<file path="src/hdl/stepper_command_sequencer_top_defines.svh">
// Assertion macros for the stepper command sequencer.
// Included by stepper_command_sequencer_top.sv; no other dependencies.
`ifndef STEPPER_COMMAND_SEQUENCER_TOP_DEFINES_SVH
`define STEPPER_COMMAND_SEQUENCER_TOP_DEFINES_SVH

// Same-cycle implication, disabled while reset is asserted.
`define SCS_ASSERT_NOW(label, clock, resetn, ante, cons, msg) \
    label: assert property (@(posedge clock) disable iff (!resetn) \
        (ante) |-> (cons)) else $error(msg);

// Next-cycle implication, disabled while reset is asserted.
`define SCS_ASSERT_NEXT(label, clock, resetn, ante, cons, msg) \
    label: assert property (@(posedge clock) disable iff (!resetn) \
        (ante) |=> (cons)) else $error(msg);

`endif

</file>
<file path="src/hdl/scs_pkg.sv">
// Shared types, constants and the coil pattern table for the stepper command sequencer.
// No dependencies.
package scs_pkg;

    localparam int STEPS_W = 20;
    localparam int DEG_W   = 17;
    localparam int HOLD_W  = 4;
    localparam int COIL_W  = 4;

    localparam logic [HOLD_W-1:0] HOLD_MIN = 4'd3;
    localparam logic [HOLD_W-1:0] HOLD_MAX = 4'd10;

    // Steps for a move are floor(mag * 4096 / 360) = floor(mag * 512 / 45).
    // MOVE_MULT is ceil(2^32 / 45); the factor 512 folds into the shift.
    localparam int MOVE_MULT_W = 27;
    localparam int MOVE_PROD_W = DEG_W + MOVE_MULT_W;
    localparam logic [MOVE_MULT_W-1:0] MOVE_MULT = 27'd95443718;
    localparam int MOVE_SHIFT = 23;

    typedef enum logic [2:0] {
        CMD_TICK  = 3'd0,
        CMD_ON    = 3'd1,
        CMD_OFF   = 3'd2,
        CMD_RUN   = 3'd3,
        CMD_STOP  = 3'd4,
        CMD_CW    = 3'd5,
        CMD_CCW   = 3'd6,
        CMD_MOVE  = 3'd7
    } cmd_t;

    function automatic logic [COIL_W-1:0] coil_pattern(input logic cw, input logic [1:0] idx);
        logic [COIL_W-1:0] pat;
        case (idx)
            2'd0:    pat = cw ? 4'h3 : 4'h9;
            2'd1:    pat = cw ? 4'h6 : 4'hC;
            2'd2:    pat = cw ? 4'hC : 4'h6;
            default: pat = cw ? 4'h9 : 4'h3;
        endcase
        return pat;
    endfunction

endpackage

</file>
<file path="src/hdl/stepper_command_sequencer_top.sv">
// Top level of the stepper command sequencer: command decode, step sequencing and result register.
// Depends on scs_pkg and stepper_command_sequencer_top_defines.svh.
//
//   channel  | signals                              | direction
//   ---------+--------------------------------------+----------
//   input    | in_valid, in_ready, cmd, degrees     | in
//   result   | out_valid, out_ready, coils, motor_on, moving, steps_left | out
//   config   | cfg_wr_en, cfg_wr_data               | in
//
// Each word is processed in the cycle it is accepted; its result is in the output register
// in the next cycle, so one word per cycle is sustained while out_ready stays high.
// The input is ready whenever the output register is empty or is being emptied.
// A stalled result holds its value while the sequencer state waits for the next word.
// Reset clears all control state, selects clockwise and sets the hold time to three milliseconds.
`include "stepper_command_sequencer_top_defines.svh"

module stepper_command_sequencer_top (
    input  logic                              clk,
    input  logic                              rst_n,
    input  logic                              in_valid,
    output logic                              in_ready,
    input  logic [2:0]                        cmd,
    input  logic signed [scs_pkg::DEG_W-1:0]  degrees,
    output logic                              out_valid,
    input  logic                              out_ready,
    output logic [scs_pkg::COIL_W-1:0]        coils,
    output logic                              motor_on,
    output logic                              moving,
    output logic [scs_pkg::STEPS_W-1:0]       steps_left,
    input  logic                              cfg_wr_en,
    input  logic [scs_pkg::HOLD_W-1:0]        cfg_wr_data
);

    logic [scs_pkg::HOLD_W-1:0]  hold_reg;
    logic                        enabled_reg, enabled_next;
    logic                        running_reg, running_next;
    logic                        continuous_reg, continuous_next;
    logic                        dir_cw_reg, dir_cw_next;
    logic [scs_pkg::STEPS_W-1:0] steps_reg, steps_next;
    logic                        active_reg, active_next;
    logic                        cyc_cw_reg, cyc_cw_next;
    logic [1:0]                  phase_reg, phase_next;
    logic [scs_pkg::HOLD_W-1:0]  timer_reg, timer_next;
    logic [scs_pkg::COIL_W-1:0]  coil_reg, coil_next;

    logic                        out_valid_reg;
    logic [scs_pkg::COIL_W-1:0]  out_coils_reg;
    logic                        out_on_reg;
    logic                        out_moving_reg;
    logic [scs_pkg::STEPS_W-1:0] out_steps_reg;

    logic                        accept;
    logic [scs_pkg::DEG_W-1:0]   deg_bits;
    logic [scs_pkg::DEG_W-1:0]   mag;
    logic [scs_pkg::MOVE_PROD_W-1:0] move_prod;
    logic [scs_pkg::STEPS_W-1:0] move_steps;
    logic [scs_pkg::HOLD_W-1:0]  timer_inc;
    logic                        want_cont;
    logic                        want_count;

    assign in_ready = !out_valid_reg || out_ready;
    assign accept   = in_valid && in_ready;

    // The magnitude of the most negative angle still fits in the field width.
    assign deg_bits   = degrees;
    assign mag        = deg_bits[scs_pkg::DEG_W-1] ? (~deg_bits + 17'd1) : deg_bits;
    assign move_prod  = scs_pkg::MOVE_PROD_W'(mag) * scs_pkg::MOVE_PROD_W'(scs_pkg::MOVE_MULT);
    // The largest move gives 745654 steps, so the count never exceeds its width.
    assign move_steps = move_prod[scs_pkg::MOVE_SHIFT +: scs_pkg::STEPS_W];
    assign timer_inc  = timer_reg + 4'd1;

    always_comb
    begin
        enabled_next    = enabled_reg;
        running_next    = running_reg;
        continuous_next = continuous_reg;
        dir_cw_next     = dir_cw_reg;
        steps_next      = steps_reg;
        active_next     = active_reg;
        cyc_cw_next     = cyc_cw_reg;
        phase_next      = phase_reg;
        timer_next      = timer_reg;
        coil_next       = coil_reg;

        unique case (scs_pkg::cmd_t'(cmd))
            scs_pkg::CMD_TICK:
            begin
                if (active_reg)
                begin
                    timer_next = timer_inc;
                    if (timer_inc >= hold_reg)
                    begin
                        timer_next = '0;
                        if (phase_reg == 2'd3)
                        begin
                            active_next = 1'b0;
                        end
                        else
                        begin
                            phase_next = phase_reg + 2'd1;
                            coil_next  = scs_pkg::coil_pattern(cyc_cw_reg, phase_reg + 2'd1);
                        end
                    end
                end
            end
            scs_pkg::CMD_ON:
            begin
                enabled_next = 1'b1;
            end
            scs_pkg::CMD_OFF:
            begin
                enabled_next    = 1'b0;
                running_next    = 1'b0;
                continuous_next = 1'b0;
            end
            scs_pkg::CMD_RUN:
            begin
                if (enabled_reg)
                begin
                    running_next    = 1'b1;
                    continuous_next = 1'b1;
                end
            end
            scs_pkg::CMD_STOP:
            begin
                running_next    = 1'b0;
                continuous_next = 1'b0;
            end
            scs_pkg::CMD_CW:
            begin
                dir_cw_next = 1'b1;
            end
            scs_pkg::CMD_CCW:
            begin
                dir_cw_next = 1'b0;
            end
            scs_pkg::CMD_MOVE:
            begin
                if (enabled_reg)
                begin
                    dir_cw_next     = !deg_bits[scs_pkg::DEG_W-1];
                    steps_next      = move_steps;
                    running_next    = 1'b1;
                    continuous_next = 1'b0;
                end
            end
        endcase

        want_cont  = enabled_next && running_next && continuous_next;
        want_count = enabled_next && (steps_next != '0);

        // A new step starts in the same word in which the previous one ends.
        if (!active_next && (want_cont || want_count))
        begin
            active_next = 1'b1;
            cyc_cw_next = dir_cw_next;
            phase_next  = 2'd0;
            timer_next  = '0;
            coil_next   = scs_pkg::coil_pattern(dir_cw_next, 2'd0);
            if (want_count)
            begin
                if (steps_next == 20'd1)
                begin
                    running_next = 1'b0;
                end
                steps_next = steps_next - 20'd1;
            end
        end
    end

    always_ff @(posedge clk or negedge rst_n)
    begin
        if (!rst_n)
        begin
            hold_reg       <= scs_pkg::HOLD_MIN;
            enabled_reg    <= 1'b0;
            running_reg    <= 1'b0;
            continuous_reg <= 1'b0;
            dir_cw_reg     <= 1'b1;
            steps_reg      <= '0;
            active_reg     <= 1'b0;
            cyc_cw_reg     <= 1'b1;
            phase_reg      <= 2'd0;
            timer_reg      <= '0;
            coil_reg       <= '0;
            out_valid_reg  <= 1'b0;
        end
        else
        begin
            if (cfg_wr_en)
            begin
                if (cfg_wr_data < scs_pkg::HOLD_MIN)
                begin
                    hold_reg <= scs_pkg::HOLD_MIN;
                end
                else if (cfg_wr_data > scs_pkg::HOLD_MAX)
                begin
                    hold_reg <= scs_pkg::HOLD_MAX;
                end
                else
                begin
                    hold_reg <= cfg_wr_data;
                end
            end
            if (accept)
            begin
                enabled_reg    <= enabled_next;
                running_reg    <= running_next;
                continuous_reg <= continuous_next;
                dir_cw_reg     <= dir_cw_next;
                steps_reg      <= steps_next;
                active_reg     <= active_next;
                cyc_cw_reg     <= cyc_cw_next;
                phase_reg      <= phase_next;
                timer_reg      <= timer_next;
                coil_reg       <= coil_next;
                out_valid_reg  <= 1'b1;
            end
            else if (out_ready)
            begin
                out_valid_reg <= 1'b0;
            end
        end
    end

    always_ff @(posedge clk)
    begin
        if (accept)
        begin
            out_coils_reg  <= coil_next;
            out_on_reg     <= enabled_next;
            out_moving_reg <= running_next;
            out_steps_reg  <= steps_next;
        end
    end

    assign out_valid  = out_valid_reg;
    assign coils      = out_coils_reg;
    assign motor_on   = out_on_reg;
    assign moving     = out_moving_reg;
    assign steps_left = out_steps_reg;

    `SCS_ASSERT_NOW(a_step_drives_two_coils, clk, rst_n, active_reg,
        $countones(coil_reg) == 2, "active step without a two-coil pattern")
    `SCS_ASSERT_NOW(a_running_needs_enable, clk, rst_n, running_reg,
        enabled_reg, "running set while motor disabled")
    `SCS_ASSERT_NEXT(a_steps_count_down, clk, rst_n,
        accept && (cmd != scs_pkg::CMD_MOVE),
        (steps_reg == $past(steps_reg)) || (steps_reg == $past(steps_reg) - 20'd1),
        "step count changed by more than one without a move")

endmodule

</file>
<file path="config.mk">
export PLATFORM = sky130hd
export DESIGN_NAME = stepper_command_sequencer_top
export DESIGN_NICKNAME = d
export VERILOG_FILES = /design/src/hdl/scs_pkg.sv /design/src/hdl/stepper_command_sequencer_top.sv
export VERILOG_INCLUDE_DIRS = /design/src /design/src/hdl
export SDC_FILE = /design/constraint.sdc
export NUM_CORES = 1
export LEC_CHECK = 0
export ABC_AREA = 0
export BUFFER_PORTS_ARGS = -buffer_cell sky130_fd_sc_hd__buf_2
export CAP_MARGIN = 20
export CORE_MARGIN = 2
export CORE_UTILIZATION = 59
export DETAILED_ROUTE_END_ITERATION = 8
export PLACE_DENSITY = 0.77
export SYNTH_ARGS = -nofsm -noshare
export SYNTH_HDL_FRONTEND = slang
export SYNTH_SLANG_ARGS = --single-unit
</file>
<file path="constraint.sdc">
create_clock -name clk -period 3.86 [get_ports clk]
set_clock_uncertainty 0.05 [all_clocks]
set_input_delay 0.772 -clock clk [delete_from_list [all_inputs] [get_ports clk]]
set_output_delay 0.772 -clock clk [all_outputs]
set_load 0.01 [all_outputs]
</file>
==> impl_metrics.yaml, run 1 <==
status:
  outcome: "finished, violations left"
  violations: "setup timing"
final_layout:
  nNetsFinal: 1897
  multi_input_area_um2: 9050
  seq_area_um2: 1810
  drive_gt1_frac: 0.402
  area_growth_pct: 47.2
  antenna_cells: 0
  final_util: 0.894
  final_area_um2: 15600
  n_fill_cell: 767
timing:
  tightest_slew_ns: 0.610
  relSlewSlack: 0.589
  max_freq_mhz: 113
  finalCritPeriodShare: 2.29
  slew_violations: 0
  setup_viol: 58
  finalCriticalPeriod_ns: 8.84
  hold_ws_ns: 0.192
  hold_viol: 0
  setup_ws_ns: -4.98
  setup-tns-final_ns: -276.32
  rsz0062_at_grt: "yes"
drt:
  wirelength_mm: 42.5
  drtAntennaViolNets: 0
  via_count: 11800
  viasPerCell: 6.42
  drt-wirelength-per-cell_um: 23.1
  drtPass1Iterations: 6
  drt_iter0_markers: 1397
  drc_errors: 0
setup_path:
  worstPathArrival_ns: 8.87
  required_ns: 3.89
  r2r_slack_ns: 0.23
  critPathCaptureType: "register"
  max_stage_delay_ns: 0.62
  critPathTopFamily: "simple AND/OR/NAND/NOR gates"
  cpMaxStageDelayCell: "or4b_4"
  critical_path.max_fanout: 8
  crit_type: "in -> reg"
  worst-path-buf-inv: 10
  start_kind: "primary input"
  worst_path_most_repeated_cell: "fa_1"
placement:
  dpl_cell_area_um2: 13900
  io_buffers: 56
  gp_congestion: 0.964
  dp_hpwl_mm: 28.1
floorplan:
  boundaryPins: 57
  fp-row-count: 48
  coreArea_um2: 17400
  fp.dieH_um: 138
  start_util: 0.607
  die_area_um2: 19000
  die_w_um: 138
synth:
  ys_seq_area_frac: 0.171
  synth_top_cell_area_share: 0.186
  synth_cell_type_count: 80
  synth.area.top_cells: "fa_1 (19%), ha_1 (18%), dfrtp_1 (8.8%)"
  syn_nets: 1489
  ys.flop_type: "dfrtp_1"
  synthArstFlopShare: 0.612
  synth_largest_area_cell: "fa_1"
  synth.avg_cell_area_um2: 8.76
  yosysWarnings: 0
  synth-edff-count: 26
  syn-cell-area_um2: 10600
  synth_seq_cells: 67
  synthCells: 1207
cts:
  clock_path_buffers: 2
  clkTransAtPathRegs_ns: 0.06
  htree_levels: 3
  clock-sinks: 67
  tritoncts: "done"
  cts_buffers: 9
  insertion_delay_ns: 0.34
  root_buffer: "clkbuf_16"
  hold_buffers: 0
global_route:
  grt.overflow.total: 0
  grt_pass1_wl_mm: 56.5
  grt_pass1_vias: 11100
  gr-usage-all-layers: 0.392
  antenna_found_initial: 0
  grt_max_degree: 42
hold_path:
  worstHoldPathType: "in -> async"
job:
  drv_cap: 0
==> area by class of cell <==
cell class / count / share of cell area
clock buffer: 12 / 0.0158
timing repair buffer: 431 / 0.211
multi-input combinational: 895 / 0.581
sequential: 67 / 0.116
tap: 225 / 0.0181
inverter: 211 / 0.0527
clock inverter: 4 / 0.00482
==> synthesized netlist by cell type, types with 5 or more instances <==
cell type and instances:
dfrtp_1 37, o21a_1 13, fa_1 98, a22oi_1 5, mux2_2 12, clkbuf_1 28
o31ai_1 20, ha_1 155, xor2_1 8, nor3_1 16, nand2b_1 12, nand4_1 27
inv_1 211, o21ai_0 56, nand2_1 106, or2_2 6, nor4_1 9, mux2i_1 9
a21o_1 8, and4_1 6, and2_1 7, a211oi_1 7, a21oi_1 62, xnor2_1 29
or3_1 10, o31a_1 6, a31oi_1 6, edfxtp_1 26, nand3_1 33, and3_1 14
o211ai_1 10, nor2_1 67
==> worst reg2reg max path, delay by kind of cell (launching register included) <==
| kind | cells | cell delay, ns |
|---|---|---|
| AND/OR/NAND/NOR | 4 | 0.98 |
| adder cells (fa/ha/maj) | 2 | 0.57 |
| flip-flops | 1 | 0.43 |
| buffers and inverters | 2 | 0.41 |
| XOR/XNOR | 1 | 0.19 |
| AO/OA/AOI/OAI | 4 | 0.91 |
==> final timing paths <==
kind,startpoint,endpoint,cells past startpoint
setup / recovery,degrees[6],steps_left[8],31
max in group asynchronous,rst_n,hold_reg[1],2
hold / removal,rst_n,coil_reg[0],1
min in group clk,dir_cw_reg,dir_cw_reg,2
hold reg to reg,dir_cw_reg,dir_cw_reg,2
setup reg to reg,timer_reg[0],steps_reg[7],13
==> placed cells by master, fill, tap and decap left out, types with 9 or more instances in the layout <==
master / Yosys / layout
mux2_4: 0 / 10
buf_2: 1 / 53
nand4_1: 27 / 27
edfxtp_1: 26 / 26
ha_4: 0 / 12
buf_4: 0 / 350
fa_1: 98 / 95
inv_2: 0 / 13
nand2b_1: 12 / 11
ha_1: 155 / 138
nor3_1: 16 / 13
nand2_1: 106 / 98
xnor2_1: 29 / 21
dfrtp_1: 37 / 37
o21a_1: 13 / 11
o21ai_1: 0 / 10
nor2_2: 0 / 9
clkbuf_16: 0 / 10
buf_6: 2 / 18
a21oi_1: 62 / 43
o211ai_1: 10 / 10
a21oi_2: 0 / 12
inv_1: 211 / 196
nor2_1: 67 / 53
o21ai_0: 56 / 38
nand3_1: 33 / 26
==> stage by stage <==
step / setup slack (ns) / cells
after CTS: -4.57 / 1828
after global placement: -5.17 / 1781
after floorplan: -4.63 / 1207
after detailed placement: -5.35 / 1781
final: -4.98 / 1845
after global routing: -5.14 / 1845
==> cells by family (layout without fill, tap and decap cells) <==
group	count (synthesis)	in the layout	synth area share
buffers and inverters	246	658	0.0889
adders and majority gates	253	253	0.369
DFF	67	67	0.171
other	2	2	0.000710
xor gates and xnor gates	38	38	0.0332
and+or+nand+nor	338	339	0.161
muxes	21	21	0.0213
AOI/OAI and AO/OA	242	242	0.155
==> metal layers <==
metal / vias to the layer above / global-route usage / wire, um / share of wire
met5: - / 0 / 0 / 0
met4: 0 / 0.106 / 2600 / 0.061
met3: 298 / 0.0830 / 4960 / 0.12
met2: 908 / 0.658 / 19700 / 0.46
met1: 5655 / 0.514 / 15300 / 0.36
li1: 4986 / - / - / -
==> what timing repair did <==
action                                  CTS  global route
setup buffers                            33            18
endpoints found under the setup margin   58            58
cloned                                    1             1
resized for setup                        91           108
pin swaps                                60            62
Power of run 1 is not shown: default switching activity piles up to over one toggle a cycle in this logic, so the estimate is an artifact.
==> run 2, diff against run 1 <==
==> constraint.sdc (replaced) <==
create_clock -name clk -period 10.6 [get_ports clk]
set_clock_uncertainty 0.05 [all_clocks]
set_input_delay 2.12 -clock clk [delete_from_list [all_inputs] [get_ports clk]]
set_output_delay 2.12 -clock clk [all_outputs]
set_load 0.01 [all_outputs]
==> impl_metrics.yaml, run 2 (synthesized netlist as in run 1, its figures left out) <==
status:
  outcome: "finished clean"
global_route:
  antenna_found_initial: 1
  grt.overflow.total: 0
  grt_max_degree: 42
  gr-usage-all-layers: 0.329
  grt_pass1_vias: 9279
  grt_pass1_wl_mm: 47.7
drt:
  via_count: 9293
  viasPerCell: 6.07
  drt-wirelength-per-cell_um: 19.3
  drtPass1Iterations: 5
  drc_errors: 0
  drtAntennaViolNets: 0
  wirelength_mm: 29.6
  drt_iter0_markers: 871
timing:
  hold_viol: 0
  tightest_slew_ns: 0.745
  slew_violations: 0
  max_freq_mhz: 97.4
  finalCritPeriodShare: 0.969
  setup_viol: 0
  finalCriticalPeriod_ns: 10.27
  relSlewSlack: 0.490
placement:
  io_buffers: 56
  dpl_cell_area_um2: 11500
  gp_congestion: 0.973
  dp_hpwl_mm: 24.9
setup_path:
  r2r_slack_ns: 6.66
  timing.rr.start: "timer_reg[0]"
  crit_type: "in -> reg"
  critPathCaptureType: "register"
  r2r-end: "steps_reg[15]"
  reg2reg_depth: 13
  critical_path.max_fanout: 10
  required_ns: 10.65
  endpoint: "steps_left[16]"
  max_stage_delay_ns: 0.59
  startpoint: "degrees[1]"
  cpMaxStageDelayCell: "or4_4"
  start_kind: "primary input"
  worstPathArrival_ns: 10.32
floorplan:
  start_util: 0.607
  die_area_um2: 19000
  fp-row-count: 48
  boundaryPins: 57
  die_w_um: 138
  fp.dieH_um: 138
  coreArea_um2: 17400
final_layout:
  drive_gt1_frac: 0.139
  layout_common_cells: "inv_1 (210), ha_1 (155), nand2_1 (106)"
  antenna_cells: 0
  final_area_um2: 11800
  final_common_cell: "inv_1"
  nNetsFinal: 1584
  area_growth_pct: 11.9
cts:
  clock_path_buffers: 2
  clock-sinks: 67
  hold_buffers: 0
  clkTransAtPathRegs_ns: 0.06
  insertion_delay_ns: 0.34
  root_buffer: "clkbuf_16"
  htree_levels: 3
  cts_buffers: 9
  tritoncts: "done"
hold_path:
  worstHoldPathType: "reg -> reg"
job:
  drv_cap: 0
==> run 2: cell types whose count changed in the layout (fill, tap and decap cells not counted), moves of 9 or more <==
cell	previous run	this run
ha_1	138	155
o31ai_1	8	19
inv_2	13	1
mux2_4	10	0
nor2_1	53	66
o21ai_0	38	54
a21oi_1	43	59
mux2_2	2	12
a21oi_2	12	3
ha_4	12	0
inv_1	196	210
buf_4	350	61
buf_6	18	1
==> run 2: worst min path at each step <==
stage,from,to,slack (ns),cells past startpoint
6_report,steps_reg[5],steps_reg[5],0.43,2
3_5_place_dp,dir_cw_reg,dir_cw_reg,0.42,2
5_1_grt,coil_reg[0],coil_reg[0],0.46,1
2_1_floorplan,steps_reg[6],steps_reg[6],0.39,2
3_3_place_gp,dir_cw_reg,dir_cw_reg,0.41,2
4_1_cts,steps_reg[5],steps_reg[5],0.43,2
==> run 2: metal layers <==
layer	vias to the layer above	global-route usage	share of wire
li1	4357	-	-
met1	4557	0.481	0.46
met2	337	0.524	0.46
met3	40	0.0508	0.071
met4	2	0.0658	0.014
met5	-	0	0.00044
==> run 2: per-stage QoR <==
stage	setup WS [ns]	setup TNS, ns	hold WS [ns]	std cells	utilization
after floorplan	0.0430	0	0.390	1207	-
after global placement	-0.0825	-0.328	0.412	1514	0.658
after detailed placement	-0.124	-0.656	0.417	1514	0.658
after CTS	0.224	0	0.433	1530	0.674
after global routing	-0.00530	-0.00903	0.465	1532	0.680
final	0.333	0	0.433	1532	0.680
==> run 2: repair_timing <==
| item | in CTS | in global routing |
|---|---|---|
| hold endpoints to repair | 0 | 0 |
| resized for setup | 0 | 18 |
| setup endpoints to repair | 0 | 44 |
| buffers inserted | 0 | 1 |
==> run 2: worst max-delay path: cells and delay by family <==
kind | cells | cell delay (ns)
AO/OA/AOI/OAI | 8 | 2.02
XOR/XNOR | 2 | 0.28
buffers and inverters | 8 | 0.75
adder cells (fa/ha/maj) | 7 | 3.14
AND/OR/NAND/NOR | 6 | 1.98
==> run 2: cell type report <==
type                    instances  area (um2)
repair buffers                119         769
multi-input cells             894        7900
clock buffers                   9         225
fillers                      1456        5580
flip-flops and latches         67        1810
inverters                     211         792
well taps                     225         282
clock inverters                 7        56.3
Power of run 2 is left out for the same reason.
